`src/hdl/assert_macros.svh`:
```
// Assertion macros shared by the frame checker RTL.
// No dependencies; define NO_ASSERTIONS to compile them out.
`ifndef ASSERT_MACROS_SVH
`define ASSERT_MACROS_SVH
`ifndef NO_ASSERTIONS
// Same-cycle implication, disabled while reset is asserted
`define ASSERT_IMPL(label, clk, rst_n, ante, cons, msg) \
	label: assert property (@(posedge clk) disable iff (!rst_n) (ante) |-> (cons)) \
		else $error(msg);
// Next-cycle implication, disabled while reset is asserted
`define ASSERT_NEXT(label, clk, rst_n, ante, cons, msg) \
	label: assert property (@(posedge clk) disable iff (!rst_n) (ante) |=> (cons)) \
		else $error(msg);
`else
`define ASSERT_IMPL(label, clk, rst_n, ante, cons, msg)
`define ASSERT_NEXT(label, clk, rst_n, ante, cons, msg)
`endif
`endif

```
`src/hdl/mbe_pkg.sv`:
```
// Types, constants and functions of the Modbus Euler frame checker.
// No dependencies; imported by every module of the block.
package mbe_pkg;

	// Result status codes
	localparam logic [2:0] ST_OK        = 3'd0;
	localparam logic [2:0] ST_BAD_ADDR  = 3'd1;
	localparam logic [2:0] ST_BAD_FUNC  = 3'd2;
	localparam logic [2:0] ST_BAD_COUNT = 3'd3;
	localparam logic [2:0] ST_BAD_CRC   = 3'd4;

	// Byte positions within the 11-byte response
	localparam logic [3:0] POS_ADDR     = 4'd0;
	localparam logic [3:0] POS_FUNC     = 4'd1;
	localparam logic [3:0] POS_COUNT    = 4'd2;
	localparam logic [3:0] POS_ROLL_HI  = 4'd3;
	localparam logic [3:0] POS_ROLL_LO  = 4'd4;
	localparam logic [3:0] POS_PITCH_HI = 4'd5;
	localparam logic [3:0] POS_PITCH_LO = 4'd6;
	localparam logic [3:0] POS_YAW_HI   = 4'd7;
	localparam logic [3:0] POS_YAW_LO   = 4'd8;
	localparam logic [3:0] POS_CRC_LO   = 4'd9;
	localparam logic [3:0] POS_CRC_HI   = 4'd10;
	localparam logic [3:0] POS_DONE     = 4'd11;

	// Configuration register indexes
	localparam int unsigned CFG_IDX_W = 8;
	localparam logic [CFG_IDX_W-1:0] CFG_SLAVE_ADDR = 8'd0;
	localparam logic [CFG_IDX_W-1:0] CFG_FUNC_CODE  = 8'd1;
	localparam logic [7:0] SLAVE_ADDR_RST = 8'h50;
	localparam logic [7:0] FUNC_CODE_RST  = 8'h03;

	// Protocol constants
	localparam logic [7:0]  EXPECTED_COUNT = 8'h06;
	localparam logic [15:0] CRC_INIT       = 16'hFFFF;
	localparam logic [15:0] CRC_POLY       = 16'hA001;
	localparam logic signed [8:0] ANGLE_SCALE = 9'sd180;

	typedef struct packed {
		logic [7:0] rx_byte;
		logic       frame_start;
	} in_item_t;

	typedef struct packed {
		logic               has_result;
		logic [2:0]         status;
		logic signed [15:0] roll;
		logic signed [15:0] pitch;
		logic signed [15:0] yaw;
	} core_out_t;

	// One byte of reflected CRC-16/MODBUS, eight shift steps
	function automatic logic [15:0] crc16_byte(input logic [15:0] crc_in,
			input logic [7:0] data);
		logic [15:0] c;
		c = crc_in ^ {8'h00, data};
		for (int k = 0; k < 8; k++) begin
			if (c[0]) begin
				c = (c >> 1) ^ CRC_POLY;
			end else begin
				c = c >> 1;
			end
		end
		return c;
	endfunction

	// raw * 180 with arithmetic shift right by 8, kept to 16 bits
	function automatic logic signed [15:0] scale_angle(input logic signed [15:0] raw);
		logic signed [24:0] prod;
		prod = raw * ANGLE_SCALE;
		return prod[23:8];
	endfunction

endpackage

```
`src/hdl/mbe_in_reg.sv`:
```
// Input register stage of the frame checker: holds one received byte.
// Depends on mbe_pkg for the item type.
module mbe_in_reg (
	input  logic             clk,
	input  logic             arst_n,
	input  logic             in_valid,
	output logic             in_ready,
	input  mbe_pkg::in_item_t in_item,
	output logic             valid_s1,
	output mbe_pkg::in_item_t item_s1,
	input  logic             take_s1
);
	import mbe_pkg::*;

	// Accept when empty or when the held byte moves on this cycle
	assign in_ready = !valid_s1 || take_s1;

	// Track occupancy
	always_ff @(posedge clk or negedge arst_n) begin
		if (!arst_n) begin
			valid_s1 <= 1'b0;
		end else if (in_ready) begin
			valid_s1 <= in_valid;
		end
	end

	// Load payload on each transfer
	always_ff @(posedge clk) begin
		if (in_valid && in_ready) begin
			item_s1 <= in_item;
		end
	end

endmodule

```
`src/hdl/mbe_frame_core.sv`:
```
// Frame state, CRC update, header checks and angle scaling of the checker.
// Depends on mbe_pkg for constants, types, crc16_byte and scale_angle.
module mbe_frame_core (
	input  logic              clk,
	input  logic              arst_n,
	input  logic [7:0]        slave_address,
	input  logic [7:0]        function_code,
	input  logic              valid_s1,
	input  mbe_pkg::in_item_t item_s1,
	input  logic              advance,
	output mbe_pkg::core_out_t core_out
);
	import mbe_pkg::*;

	logic [3:0]         pos_q;
	logic [15:0]        crc_q;
	logic [2:0]         err_q;
	logic [7:0]         hi_q;
	logic signed [15:0] angle_q [3];

	logic [3:0]         pos_eff;
	logic [15:0]        crc_eff;
	logic [2:0]         err_eff;
	logic [2:0]         code;
	logic [2:0]         err_new;
	logic [15:0]        crc_new;
	logic               active;
	logic               hi_wr;
	logic               ang_wr;
	logic [1:0]         ang_idx;
	logic signed [15:0] scaled;
	logic [7:0]         b;

	assign b = item_s1.rx_byte;

	// A frame start restarts position, CRC and error before this byte
	assign pos_eff = item_s1.frame_start ? POS_ADDR : pos_q;
	assign crc_eff = item_s1.frame_start ? CRC_INIT : crc_q;
	assign err_eff = item_s1.frame_start ? ST_OK : err_q;
	assign active  = (pos_eff < POS_DONE);
	assign crc_new = crc16_byte(crc_eff, b);
	assign scaled  = scale_angle($signed({hi_q, b}));

	// Decode the check and angle write for this position
	always_comb begin
		code    = ST_OK;
		hi_wr   = 1'b0;
		ang_wr  = 1'b0;
		ang_idx = 2'd0;
		case (pos_eff)
			POS_ADDR:     if (b != slave_address) code = ST_BAD_ADDR;
			POS_FUNC:     if (b != function_code) code = ST_BAD_FUNC;
			POS_COUNT:    if (b != EXPECTED_COUNT) code = ST_BAD_COUNT;
			POS_ROLL_HI,
			POS_PITCH_HI,
			POS_YAW_HI:   hi_wr = 1'b1;
			POS_ROLL_LO:  begin
				ang_wr  = 1'b1;
				ang_idx = 2'd0;
			end
			POS_PITCH_LO: begin
				ang_wr  = 1'b1;
				ang_idx = 2'd1;
			end
			POS_YAW_LO:   begin
				ang_wr  = 1'b1;
				ang_idx = 2'd2;
			end
			POS_CRC_LO:   if (b != crc_eff[7:0]) code = ST_BAD_CRC;
			POS_CRC_HI:   if (b != crc_eff[15:8]) code = ST_BAD_CRC;
			default:      code = ST_OK;
		endcase
	end

	// Keep the first failure of the frame
	assign err_new = (err_eff == ST_OK) ? code : err_eff;

	// Result on the last byte; angles are zeroed for a failed frame
	always_comb begin
		core_out.has_result = valid_s1 && (pos_eff == POS_CRC_HI);
		core_out.status     = err_new;
		if (err_new == ST_OK) begin
			core_out.roll  = angle_q[0];
			core_out.pitch = angle_q[1];
			core_out.yaw   = angle_q[2];
		end else begin
			core_out.roll  = '0;
			core_out.pitch = '0;
			core_out.yaw   = '0;
		end
	end

	// Advance frame control state; bytes past the end only honour a restart
	always_ff @(posedge clk or negedge arst_n) begin
		if (!arst_n) begin
			pos_q <= POS_ADDR;
			crc_q <= CRC_INIT;
			err_q <= ST_OK;
		end else if (advance) begin
			if (active) begin
				pos_q <= pos_eff + 4'd1;
				err_q <= err_new;
				if (pos_eff <= POS_YAW_LO) begin
					crc_q <= crc_new;
				end else begin
					crc_q <= crc_eff;
				end
			end else begin
				pos_q <= pos_eff;
				crc_q <= crc_eff;
				err_q <= err_eff;
			end
		end
	end

	// Hold high byte, then store the scaled angle once the pair is complete
	always_ff @(posedge clk) begin
		if (advance && hi_wr) begin
			hi_q <= b;
		end
		if (advance && ang_wr) begin
			angle_q[ang_idx] <= scaled;
		end
	end

endmodule

```
`src/hdl/modbus_euler_frame_checker_top.sv`:
```
// Top level of the Modbus RTU Euler-angle response checker.
// Depends on mbe_pkg, mbe_in_reg, mbe_frame_core and assert_macros.svh.
//
// Takes an 11-byte Modbus RTU read response one byte per transfer, at a
// sustained rate of one byte per clock unless a finished result waits on
// out_ready. Each byte passes an input register, then combinational logic
// (one CRC-16/MODBUS byte step and one 16x9 multiplier for the angle
// scaling) into the result register, which is loaded from the last byte.
// Raise frame_start with byte 0 of every frame; bytes after byte 10 are
// dropped until the next frame start. Status is 0 ok, 1 bad address, 2 bad
// function, 3 bad byte count, 4 CRC mismatch; the first failure wins and
// the angles read 0 when status is not ok. Angles are in 1/128 degree.
// Write the configuration registers only while no frame is in flight.
`include "assert_macros.svh"
module modbus_euler_frame_checker_top (
	input  logic                            clk,
	input  logic                            arst_n,
	input  logic                            cfg_valid,
	output logic                            cfg_ready,
	input  logic [mbe_pkg::CFG_IDX_W-1:0]   cfg_index,
	input  logic [7:0]                      cfg_data,
	input  logic                            in_valid,
	output logic                            in_ready,
	input  logic [7:0]                      rx_byte,
	input  logic                            frame_start,
	output logic                            out_valid,
	input  logic                            out_ready,
	output logic [2:0]                      status,
	output logic signed [15:0]              roll_angle,
	output logic signed [15:0]              pitch_angle,
	output logic signed [15:0]              yaw_angle
);
	import mbe_pkg::*;

	logic [7:0]  slave_addr_q;
	logic [7:0]  func_code_q;
	in_item_t    in_item;
	in_item_t    item_s1;
	logic        valid_s1;
	logic        advance;
	logic        load_out;
	core_out_t   core_out;
	logic        out_valid_q;
	logic [2:0]  status_q;
	logic signed [15:0] roll_q;
	logic signed [15:0] pitch_q;
	logic signed [15:0] yaw_q;

	// Configuration registers
	assign cfg_ready = 1'b1;

	always_ff @(posedge clk or negedge arst_n) begin
		if (!arst_n) begin
			slave_addr_q <= SLAVE_ADDR_RST;
			func_code_q  <= FUNC_CODE_RST;
		end else if (cfg_valid && cfg_ready) begin
			if (cfg_index == CFG_SLAVE_ADDR) begin
				slave_addr_q <= cfg_data;
			end
			if (cfg_index == CFG_FUNC_CODE) begin
				func_code_q <= cfg_data;
			end
		end
	end

	assign in_item.rx_byte     = rx_byte;
	assign in_item.frame_start = frame_start;

	mbe_in_reg u_in_reg (
		.clk      (clk),
		.arst_n   (arst_n),
		.in_valid (in_valid),
		.in_ready (in_ready),
		.in_item  (in_item),
		.valid_s1 (valid_s1),
		.item_s1  (item_s1),
		.take_s1  (advance)
	);

	// Stall only a byte that yields a result while the result register is full and not read
	assign advance  = valid_s1 && (!core_out.has_result || !out_valid_q || out_ready);
	assign load_out = advance && core_out.has_result;

	mbe_frame_core u_core (
		.clk           (clk),
		.arst_n        (arst_n),
		.slave_address (slave_addr_q),
		.function_code (func_code_q),
		.valid_s1      (valid_s1),
		.item_s1       (item_s1),
		.advance       (advance),
		.core_out      (core_out)
	);

	// Result register
	always_ff @(posedge clk or negedge arst_n) begin
		if (!arst_n) begin
			out_valid_q <= 1'b0;
		end else if (load_out) begin
			out_valid_q <= 1'b1;
		end else if (out_ready) begin
			out_valid_q <= 1'b0;
		end
	end

	always_ff @(posedge clk) begin
		if (load_out) begin
			status_q <= core_out.status;
			roll_q   <= core_out.roll;
			pitch_q  <= core_out.pitch;
			yaw_q    <= core_out.yaw;
		end
	end

	assign out_valid   = out_valid_q;
	assign status      = status_q;
	assign roll_angle  = roll_q;
	assign pitch_angle = pitch_q;
	assign yaw_angle   = yaw_q;

	// Checks
	`ASSERT_IMPL(a_fail_zero, clk, arst_n, out_valid_q && (status_q != ST_OK), (roll_q == 16'sd0) && (pitch_q == 16'sd0) && (yaw_q == 16'sd0), "failed frame with nonzero angles")
	`ASSERT_IMPL(a_status_range, clk, arst_n, out_valid_q, status_q <= ST_BAD_CRC, "status code out of range")
	`ASSERT_NEXT(a_load_shows, clk, arst_n, load_out, out_valid_q, "loaded result not presented")
	`ASSERT_IMPL(a_stall_held, clk, arst_n, !in_ready, valid_s1 && core_out.has_result && out_valid_q, "input stalled without a blocked result")

endmodule
```
`config.mk`:
```
export PLATFORM = sky130hd
export DESIGN_NAME = modbus_euler_frame_checker_top
export DESIGN_NICKNAME = d
export VERILOG_FILES = /design/src/hdl/mbe_pkg.sv /design/src/hdl/mbe_in_reg.sv /design/src/hdl/mbe_frame_core.sv /design/src/hdl/modbus_euler_frame_checker_top.sv
export VERILOG_INCLUDE_DIRS = /design/src /design/src/hdl
export SDC_FILE = /design/constraint.sdc
export NUM_CORES = 1
export LEC_CHECK = 0
export ABC_AREA = 0
export BUFFER_PORTS_ARGS = -buffer_cell sky130_fd_sc_hd__clkbuf_2
export CORE_ASPECT_RATIO = 1.75
export CORE_MARGIN = 2
export CORE_UTILIZATION = 64
export DETAILED_ROUTE_END_ITERATION = 10
export GPL_TIMING_DRIVEN = 0
export PLACE_DENSITY = 0.86
export SYNTH_ARGS = -nofsm -noshare
export SYNTH_HDL_FRONTEND = slang
export SYNTH_SLANG_ARGS = --single-unit
export TNS_END_PERCENT = 10
```
`constraint.sdc`:
```
create_clock -name clk -period 10.3 [get_ports clk]
set_clock_uncertainty 0.1 [all_clocks]
set_input_delay 1.03 -clock clk [delete_from_list [all_inputs] [get_ports clk]]
set_output_delay 1.03 -clock clk [all_outputs]
set_load 0.05 [all_outputs]
```
Yosys cells after proc, flatten, opt, wreduce, memory -nomap -nowiden
Memories as Yosys holds them, arrays and structs flattened. A register that Yosys moved wholly into a read port is not among the register bits.
Cells that the tools add are included.
{"block": "totals", "reg_bits": 61, "ram_bits": 48, "inputBits": 30, "out_inout_bits": 54, "wordCells": 94, "mem_count": 1}
{"name": "u_core.angle_q", "words": 3, "width": 16, "read_ports": 3, "rd_clocked_by_memory_dff": 3, "write_ports": 1, "line_no": "mbe_frame_core.sv:19", "rtl": "logic signed [15:0] angle_q [3];"}
{"block": "classes", "n_addsub": 1, "n_mul": 1, "magnitude_cmp": 2, "eq_ne": 16, "mux": 29, "n_bitwise": 9, "n_reduce_logical": 24}
{"cell": "2-to-1 mux 16 bit", "n": 11}
{"cell": "!= test 8 bit", "n": 4}
{"cell": "inverter 2 -> 3 bit", "n": 8}
{"cell": "multiplier 16 x 7 -> 22 bit (second input constant)", "n": 1}
{"cell": "equality test 4 x 3 -> 1 bit (second input constant)", "n": 4}
{"cell": "bitwise XOR 16 x 8 -> 16 bit", "n": 1}
{"cell": "2-to-1 mux 3 bit", "n": 5}
{"cell": "one-hot mux 3 bit (5 select lines)", "n": 1}
{"cell": "equality test 4 bit (second input constant)", "n": 3}
{"cell": "equality test 4 x 2 -> 1 bit (second input constant)", "n": 2}
{"cell": "equality test 8 x 1 -> 1 bit (second input constant)", "n": 1}
{"cell": "logical NOT 8 bit", "n": 1}
{"cell": "2-to-1 mux 4 bit", "n": 2}
{"cell": "!= test 8 x 3 -> 1 bit (second input constant)", "n": 1}
{"cell": "2-to-1 mux 1 bit", "n": 7}
{"cell": "logical AND 1 bit", "n": 6}
{"cell": "logical NOT 1 bit", "n": 6}
{"cell": "logical NOT 3 bit", "n": 2}
{"cell": "OR reduction 3 bit", "n": 2}
{"cell": "adder 4 x 1 -> 4 bit (second input constant)", "n": 1}
{"cell": "equality test 4 x 1 -> 1 bit (second input constant)", "n": 1}
{"cell": "<= comparator 4 bit (second input constant)", "n": 1}
{"cell": "logical NOT 4 bit", "n": 1}
{"cell": "less-than comparator 4 bit (second input constant)", "n": 1}
{"cell": "5 further kinds", "n": 9}

Logic depth before layout (Yosys ltp)
Gate-level depths: netlist of the first run.
{"block": "logic_depth", "ltp_word": 20, "ltp_mapped": 17, "ltp_nobuf": 16}

Hierarchy
From an unflattened synthesis of the first run, not the netlist that was laid out.
{"block": "unflattened", "cells_unflattened": 724, "hier_area_um2": 8713.4}
{"module": "mbe_frame_core", "instances": 1, "cells_per_inst": 614, "area_per_inst_um2": 6099.6, "seq_area_each_um2": 2277.2}
{"module": "modbus_euler_frame_checker_top", "instances": 1, "cells_per_inst": 97, "area_per_inst_um2": 2289.7, "seq_area_each_um2": 1961.9}
{"module": "mbe_in_reg", "instances": 1, "cells_per_inst": 13, "area_per_inst_um2": 324.1, "seq_area_each_um2": 295.3}

Worst setup path after synthesis of the first run
Ideal clock, no wire load.
{"block": "synth_timing", "kind": "register -> register", "startpoint": "register u_in_reg.item_s1[0] (netlist name)", "endpoint": "register pitch_q[0] (netlist: pitch_angle[0]) (read register of u_core.angle_q) (enable)", "setup_ns": 0.460, "t_arrival_ns": 3.965, "required_time_ns": 9.740, "setup_slack_ns": 5.776, "path_stages_with_launch": 11, "n_path_buf": 3, "period_less_slack_ns": 4.524, "path_cell_list": "edfxtp_1 buf_2 inv_1 clkbuf_1 nand2_1 inv_1 ha_1 buf_2 nand2_1 or3_1 nor2_1"}
{"block": "synth_via", "elab_chain_cells": 8, "word_cells_on_any_way": 23, "classes_between": "6 x eq/ne; 7 x mux; 10 x reduce/logical"}
{"item": "2-to-1 mux 4 bit (*)", "line_no": "mbe_frame_core.sv:37", "rtl": "assign pos_eff = item_s1.frame_start ? POS_ADDR : pos_q;"}
{"item": "equality test 4 bit (*)", "line_no": "mbe_frame_core.sv:80", "rtl": "core_out.has_result = valid_s1 && (pos_eff == POS_CRC_HI);"}
{"item": "logical AND 1 bit (*)", "line_no": "mbe_frame_core.sv:80"}
{"item": "logical NOT 1 bit", "line_no": "modbus_euler_frame_checker_top.sv:81", "rtl": "assign advance = valid_s1 && (!core_out.has_result || !out_valid_q || out_ready);"}
{"item": "logical OR 1 bit (2 in a row)", "line_no": "modbus_euler_frame_checker_top.sv:81"}
{"item": "logical AND 1 bit", "line_no": "modbus_euler_frame_checker_top.sv:81"}
{"item": "logical AND 1 bit (*)", "line_no": "modbus_euler_frame_checker_top.sv:82", "rtl": "assign load_out = advance && core_out.has_result;"}
{"item": "via load_out", "line_no": "modbus_euler_frame_checker_top.sv:41", "rtl": "logic load_out;"}
{"item": "end: declaration", "line_no": "modbus_euler_frame_checker_top.sv:46", "rtl": "logic signed [15:0] pitch_q;"}
The timed path passes the listed nets; every way through them passes the cells marked *.
A chain may end at the register's enable or synchronous reset.

Worst setup path after layout of the first run
{"block": "layout_timing", "startpoint": "register u_in_reg.item_s1[4] (netlist name)", "endpoint": "memory u_core.angle_q[0][15], data pin"}
{"block": "layout_via", "elab_chain_cells": 1}
{"item": "multiplier 16 x 7 -> 22 bit", "line_no": "mbe_pkg.sv:70", "rtl": "prod = raw * ANGLE_SCALE;"}
{"item": "via u_core.scaled[15]", "line_no": "mbe_frame_core.sv:31", "rtl": "logic signed [15:0] scaled;"}
{"item": "end: declaration", "line_no": "mbe_frame_core.sv:19"}
The timed path passes the listed nets, and every way through them passes these cells.

==> results of run 1 <==
-- registers in the layout (all words and copies together) (netlist names) --
name,count
func_code_q,8
out_valid,1
pitch_angle,16
roll_angle,16
slave_addr_q,8
status,3
u_core.angle_q,48
u_core.crc_q,16
u_core.err_q,3
u_core.hi_q,8
u_core.pos_q,4
u_in_reg.item_s1,9
u_in_reg.valid_s1,1
yaw_angle,16
-- per-stage QoR --
stage	utilization, %	setup WS [ps]	hold slack, ps	instance area [um^2]
2_1_floorplan	-	5780	351	8650
3_3_place_gp	69.7	5060	370	9270
3_5_place_dp	70.2	5250	374	9350
4_1_cts	74.7	5160	385	9940
5_1_grt	74.7	4760	408	9940
6_report	74.7	5080	381	9940
-- cell families (layout without fill, tap and decap cells) --
| family | Yosys count | in the layout | synth area share [%] |
|---|---|---|---|
| other | 1 | 1 | 0.0434 |
| buffers and inverters | 99 | 217 | 4.65 |
| AND/OR/NAND/NOR | 214 | 214 | 12.1 |
| adder cells (fa/ha/maj) | 86 | 86 | 14.8 |
| multiplexers | 20 | 20 | 2.56 |
| AO/OA/AOI/OAI | 83 | 83 | 6.25 |
| flip-flops | 157 | 157 | 52.4 |
| XOR/XNOR | 69 | 69 | 7.16 |
-- power groups by stage --
stage,sequential [mW],clock [mW],combinational [mW]
finish,0.822,0.621,0.543
floorplan,0.821,0,0.391
CTS,0.821,0.626,0.534
global placement,0.832,0,0.501
global route,0.826,0.651,0.591
detailed placement,0.834,0,0.527
-- per-layer routing --
layer | vias up | routed length (um)
met4 | 0 | 1390
met1 | 2921 | 6190
met3 | 97 | 908
met5 | - | 0
met2 | 285 | 10400
li1 | 2770 | -
-- worst reg2reg max path, stage by stage, from the launching register on --
cell	delay, ps
edfxtp_1	520
clkbuf_1	420
inv_1	150
ha_1	300
inv_1	60
ha_1	140
inv_1	60
fa_1	500
inv_1	50
fa_1	450
ha_1	350
a21oi_1	150
o21a_1	200
o22ai_1	140
a311oi_1	510
o21bai_1	190
a211oi_1	340
xnor2_1	310
-- how the worst max path moves through the flow --
stage	start	end	slack (ps)	cells after the start
global placement	u_in_reg.item_s1[0]	yaw_angle[10]	5060	10
global route	u_in_reg.item_s1[4]	u_core.angle_q[0][15]	4760	17
CTS	u_in_reg.item_s1[4]	u_core.angle_q[1][14]	5160	17
detailed placement	u_in_reg.item_s1[4]	u_core.angle_q[2][14]	5250	17
floorplan	u_in_reg.item_s1[0]	pitch_angle[0]	5780	10
finish	u_in_reg.item_s1[4]	u_core.angle_q[0][15]	5080	17
-- cell type report --
type,instances,share of cell area [%]
Sequential cell,157,45.6
Multi-Input combinational cell,473,37.5
Timing Repair Buffer,86,4.67
Clock buffer,17,4.28
Inverter,59,2.23
Tap cell,174,2.19
Buffer,40,1.81
Clock inverter,15,1.67
-- layout by cell type, fill, tap and decap left out, types with 4 or more instances in the layout --
cell / n
a211oi_1: 5
inv_6: 4
o21a_1: 4
dfrtp_1: 21
o21ai_0: 23
nand4_1: 53
clkbuf_2: 82
dfstp_2: 20
fa_1: 27
edfxtp_1: 116
inv_8: 6
nand3_1: 4
inv_1: 59
a31oi_1: 6
mux2_2: 17
nand2_1: 46
clkbuf_1: 22
ha_1: 59
xnor2_1: 59
nor2b_1: 5
o21ai_1: 6
buf_2: 15
clkbuf_16: 17
nor2_1: 77
nand2b_1: 5
xor2_1: 9
a21oi_1: 20
==> impl_metrics.tcl, run 1 <==
set metrics [dict create \
    synth.most_common_cell "edfxtp_1" \
    r2r-start "u_in_reg.item_s1[4]" \
    min_period_ps 5220 \
    num-nets-final 950 \
    io_buffers 82 \
    cts_resized 0 \
    grtUsageTotal_pct 27.5 \
    root_buffer "clkbuf_16" \
    tritoncts "done" \
    grt_pass1_wl_mm 30.3 \
    synthDistinctLibCells 53 \
    max_freq_mhz 191 \
    cts-hold-fix-buffers 0 \
    worstSkewPairLatency_ps 440 \
    drcViolationCount 0 \
    syn-num-nets 845 \
    route.final.wire_length_mm 18.9 \
    setup_viol 0 \
    slew_headroom_pct 32.9 \
    overflow 0 \
    ys_seq_area_share_pct 52.4 \
    switchingPower_mw 0.663 \
    p_sw_share_pct 33.4 \
    min_to "u_core.crc_q[12]" \
    worstSetupStartpointType "flop" \
    dieArea_um2 14500 \
    outcome "finished clean" \
    htree_levels 4 \
    crit_family "adder cells" \
    post_drt_wl_per_cell_um 18.5 \
    arrival_ps 5290 \
    synth_area_leader_cell "edfxtp_1" \
    crit_chain "clkbuf_1, inv_1, ha_1, inv_1, ha_1, inv_1, fa_1, inv_1, fa_1, ha_1, a21oi_1, o21a_1, o22ai_1, a311oi_1, o21bai_1, a211oi_1, xnor2_1" \
    r2r_setup_slack_ps 5080 \
    finalHoldViolations 0 \
    rr_worst_depth 17 \
    initial_utilization_pct 64.9 \
    nFillCells 818 \
    die_height_um 158 \
    synth_top_cells_by_area "edfxtp_1 (40%), ha_1 (8.5%), fa_1 (6.3%), dfrtp_1 (6.1%), dfstp_2 (6.1%)" \
    place_inst 989 \
    ant_nets 0 \
    area_growth_pct 15.0 \
    grt_max_degree 42 \
    syn_avg_cell_area_um2 11.9 \
    yosysTopAreaCellShare_pct 40.3 \
    multi_input_area_um2 3730 \
    maxCapViolCount 0 \
    first_pass_iters 5 \
    dieWidth_um 91.9 \
    syn_area_um2 8650 \
    min_from "u_core.crc_q[12]" \
    clockPowerShare_pct 31.3 \
    cp-end-kind "flop" \
    tightest_slew_ps 1010 \
    path_class "flop to flop" \
    antenna_cells 0 \
    fin_crit_sh_pct 50.7 \
    grt_pass1_vias 6251 \
    postCtsSetupRepairBufs 0 \
    grtUsageMet3_pct 4.52 \
    power_frac_seq_pct 41.4 \
    p_leak_nw 4.16 \
    tns_ps 0 \
    cp_max_fo 6 \
    combPwrFrac_pct 27.3 \
    clk_pin_slew_ps 70 \
    slowest_stage "edfxtp_1" \
    postSynthCellCount 729 \
    power.total_mw 1.99 \
    path_buf_inv 5 \
    cp.required_ps 10370 \
    p_int_mw 1.32 \
    synth_edf_count 116 \
    grt_antenna_before_repair 0 \
    slowest_delay_ps 520 \
    rsz0062_at_grt "no" \
    use_met2_pct 52.4 \
    synth_warnings 0 \
    fp-row-count 56 \
    ys.flop_type "edfxtp_1" \
    final_cell_count_no_fill 1021 \
    final_max_slew_viol_count 0 \
    ys_ff_latch 157 \
    drive_gt1_share_pct 21.6 \
    r2r-end "u_core.angle_q[0][15]" \
    grt_util_met1_pct 26.4 \
    power.density_nw_per_um2 200 \
    gp_congestion 0.920 \
    io_pins 84 \
    synth_commonest_cells "edfxtp_1 (116), nor2_1 (78), ha_1 (59), inv_1 (59), xnor2_1 (59)" \
    synth-async-reset-ratio_pct 26.1 \
    worst_path_most_repeated_cell "inv_1" \
    clock_sinks 157 \
    worstHoldPathType "flop to flop" \
    num_vias 6073 \
    cts_buffers 17 \
    core_area_um2 13300 \
    clockBufferDepth 2 \
    layout.area.seq_um2 4530 \
    drt-initial-drc-count 461 \
    top_usage_layer "met2" \
    dp_hpwl_mm 14.1 \
    ir_worst_vdd_mv 0.138 \
    hold_depth 2 \
    via_per_inst 5.95 \
]
Note: power is estimated with default switching activity, not from simulation.
==> inputs of run 2 (changes only) <==
--- a/config.mk
+++ b/config.mk
@@ -10,10 +10,10 @@
 export BUFFER_PORTS_ARGS = -buffer_cell sky130_fd_sc_hd__clkbuf_2
 export CORE_ASPECT_RATIO = 1.75
 export CORE_MARGIN = 2
-export CORE_UTILIZATION = 64
+export CORE_UTILIZATION = 54
 export DETAILED_ROUTE_END_ITERATION = 10
 export GPL_TIMING_DRIVEN = 0
-export PLACE_DENSITY = 0.86
+export PLACE_DENSITY = 0.78
 export SYNTH_ARGS = -nofsm -noshare
 export SYNTH_HDL_FRONTEND = slang
 export SYNTH_SLANG_ARGS = --single-unit
==> constraint.sdc (replaced) <==
create_clock -name clk -period 4.4 [get_ports clk]
set_clock_uncertainty 0.1 [all_clocks]
set_input_delay 0.44 -clock clk [delete_from_list [all_inputs] [get_ports clk]]
set_output_delay 0.44 -clock clk [all_outputs]
set_load 0.05 [all_outputs]
==> run 2 against run 1 <==
Compared with the run above: the run now ends with setup timing left; cell count up 4.3%; critical path depth down 2; maximum frequency up 18%; sequential power up 130%; clock power up 130%; worst hold slack worse by 300 ps; flip-flop and latch count unchanged; setup slack worse by 5100 ps; non-clock buffer count up 29; register-to-register slack worse by 5100 ps.
==> impl_metrics.tcl, run 2 (synthesis gave the netlist of run 1 again) <==
set metrics [dict create \
    grtUsageTotal_pct 23.0 \
    dieArea_um2 17100 \
    highest_layer "met4" \
    power.density_nw_per_um2 466 \
    tightest_slew_ps 1040 \
    dieWidth_um 99.7 \
    post_drt_wl_per_cell_um 17.9 \
    initial_utilization_pct 54.7 \
    rr_worst_depth 15 \
    drt-initial-drc-count 327 \
    grt_pass1_vias 6037 \
    stdcell_area_um2 10500 \
    ir_worst_vdd_mv 0.318 \
    htree_levels 4 \
    final_common_cell "edfxtp_1" \
    cp.required_ps 4490 \
    io_pins 84 \
    place_area_um2 9380 \
    met1Wirelength_mm 6.47 \
    largest_reg_flops 48 \
    finalWorstSetupSlack_ps -44.6 \
    drcViolationCount 0 \
    slew_headroom_pct 30.9 \
    cp_max_fo 4 \
    clock_sinks 157 \
    num_vias 5945 \
    fin_util_pct 66.2 \
    switchingPower_mw 1.59 \
    outcome "finished, violations left" \
    route.final.wire_length_mm 19.1 \
    setup_viol 3 \
    p_leak_nw 4.34 \
    power_frac_seq_pct 39.4 \
    root_buffer "clkbuf_16" \
    core_area_um2 15800 \
    gp_congestion 0.901 \
    final_cell_count_no_fill 1065 \
    arrival_ps 4540 \
    io_buffers 82 \
    grt_max_degree 42 \
    layout_common_cells "edfxtp_1 (116), clkbuf_2 (82), nor2_1 (77), xnor2_1 (55), inv_1 (54)" \
    path_class "flop to flop" \
    p_int_mw 3.28 \
    place_inst 1004 \
    worstSkewPairLatency_ps 440 \
    cts_buffers 17 \
    tritoncts "done" \
    hold_depth 1 \
    final_max_slew_viol_count 0 \
    max_freq_mhz 225 \
    failed_checks "setup timing" \
    post-place-ws_ps -661 \
    fp-row-count 61 \
    antenna_cells 0 \
    grt_pass1_wl_mm 29.9 \
    regMostFlops "u_core.angle_q" \
    rsz0062_at_grt "yes" \
    area_growth_pct 21.0 \
    overflow 0 \
    grt_antenna_before_repair 0 \
    ant_nets 0 \
    hold_ws_ps 82.5 \
    clockBufferDepth 2 \
    wl_met3_um 700 \
    drive_gt1_share_pct 28.2 \
    r2r_setup_slack_ps -40 \
    die_height_um 171 \
    first_pass_iters 5 \
    route.met2.wl_mm 11.0 \
    via_per_inst 5.58 \
    clk_pin_slew_ps 70 \
    p_sw_share_pct 32.7 \
    min_period_ps 4440 \
    cp-end-kind "flop" \
    clockPowerShare_pct 29.6 \
    worstSetupStartpointType "flop" \
    combPwrFrac_pct 30.9 \
    finalHoldViolations 0 \
    maxCapViolCount 0 \
    fin_crit_sh_pct 101 \
    worstHoldPathType "primary input to flop" \
    num-nets-final 979 \
    dp_hpwl_mm 13.6 \
]
==> run 2: changes by cell type in the layout (fill, tap and decap cells not counted), moves of 4 or more <==
cell and change:
ha_1 -12, buf_6 +4, xnor2_2 +4, inv_1 -5, inv_2 +5, inv_8 -4
buf_2 -4, xnor2_1 -4, buf_4 +29, ha_4 +10
==> run 2: layout make-up <==
class                           count  area (um^2)
Multi-Input combinational cell    473         3990
Inverter                           59          221
Clock inverter                     15          151
Buffer                             40          205
Tap cell                          189          236
Fill cell                        1125         5340
Clock buffer                       17          425
Timing Repair Buffer              115          693
Sequential cell                   157         4530
==> run 2: worst paths after layout <==
check                                   endpoint                 from
setup / recovery           u_core.angle_q[0][14]  u_in_reg.item_s1[8]
hold / removal               u_in_reg.item_s1[3]           rx_byte[2]
setup reg to reg           u_core.angle_q[0][14]  u_in_reg.item_s1[8]
hold reg to reg                  u_core.crc_q[3]      u_core.crc_q[3]
max in group asynchronous        slave_addr_q[3]               arst_n
min in group asynchronous        slave_addr_q[5]               arst_n
==> run 2: power groups by stage <==
| stage | Sequential, mW | Combinational (mW) | Clock (mW) |
|---|---|---|---|
| 2_1_floorplan | 1.92 | 0.915 | 0 |
| 3_3_place_gp | 1.95 | 1.17 | 0 |
| 3_5_place_dp | 1.95 | 1.23 | 0 |
| 4_1_cts | 1.92 | 1.37 | 1.46 |
| 5_1_grt | 1.93 | 1.64 | 1.52 |
| 6_report | 1.92 | 1.51 | 1.44 |
==> run 2: timing repair <==
| item | in CTS | in global routing |
|---|---|---|
| resized for setup | 34 | 19 |
| hold buffers | 0 | 0 |
| pin swaps | 7 | 13 |
| buffers inserted | 22 | 8 |
| setup endpoints to repair | 32 | 25 |
==> run 2: stage by stage <==
step | power (mW) | setup TNS (ps)
global route | 5.09 | -1370
floorplan | 2.84 | 0
finish | 4.87 | -129
CTS | 4.74 | 0
detailed placement | 3.18 | -12170
global placement | 3.12 | -13880
==> run 2: routing by layer <==
layer / up-vias / GRT usage (%)
met5: - / 0
met4: 0 / 12.0
met3: 57 / 3.66
met2: 191 / 45.9
met1: 2856 / 22.0
li1: 2841 / -
==> run 2: worst max-delay path: stages, from the launching register on <==
cell	delay [ps]
edfxtp_1	510
buf_6	170
buf_4	140
buf_4	140
buf_4	150
ha_2	180
fa_2	360
fa_1	510
ha_4	310
o21a_1	130
o21ai_1	100
and2_4	170
or3b_2	450
o211ai_1	300
a21oi_2	120
xnor2_2	350
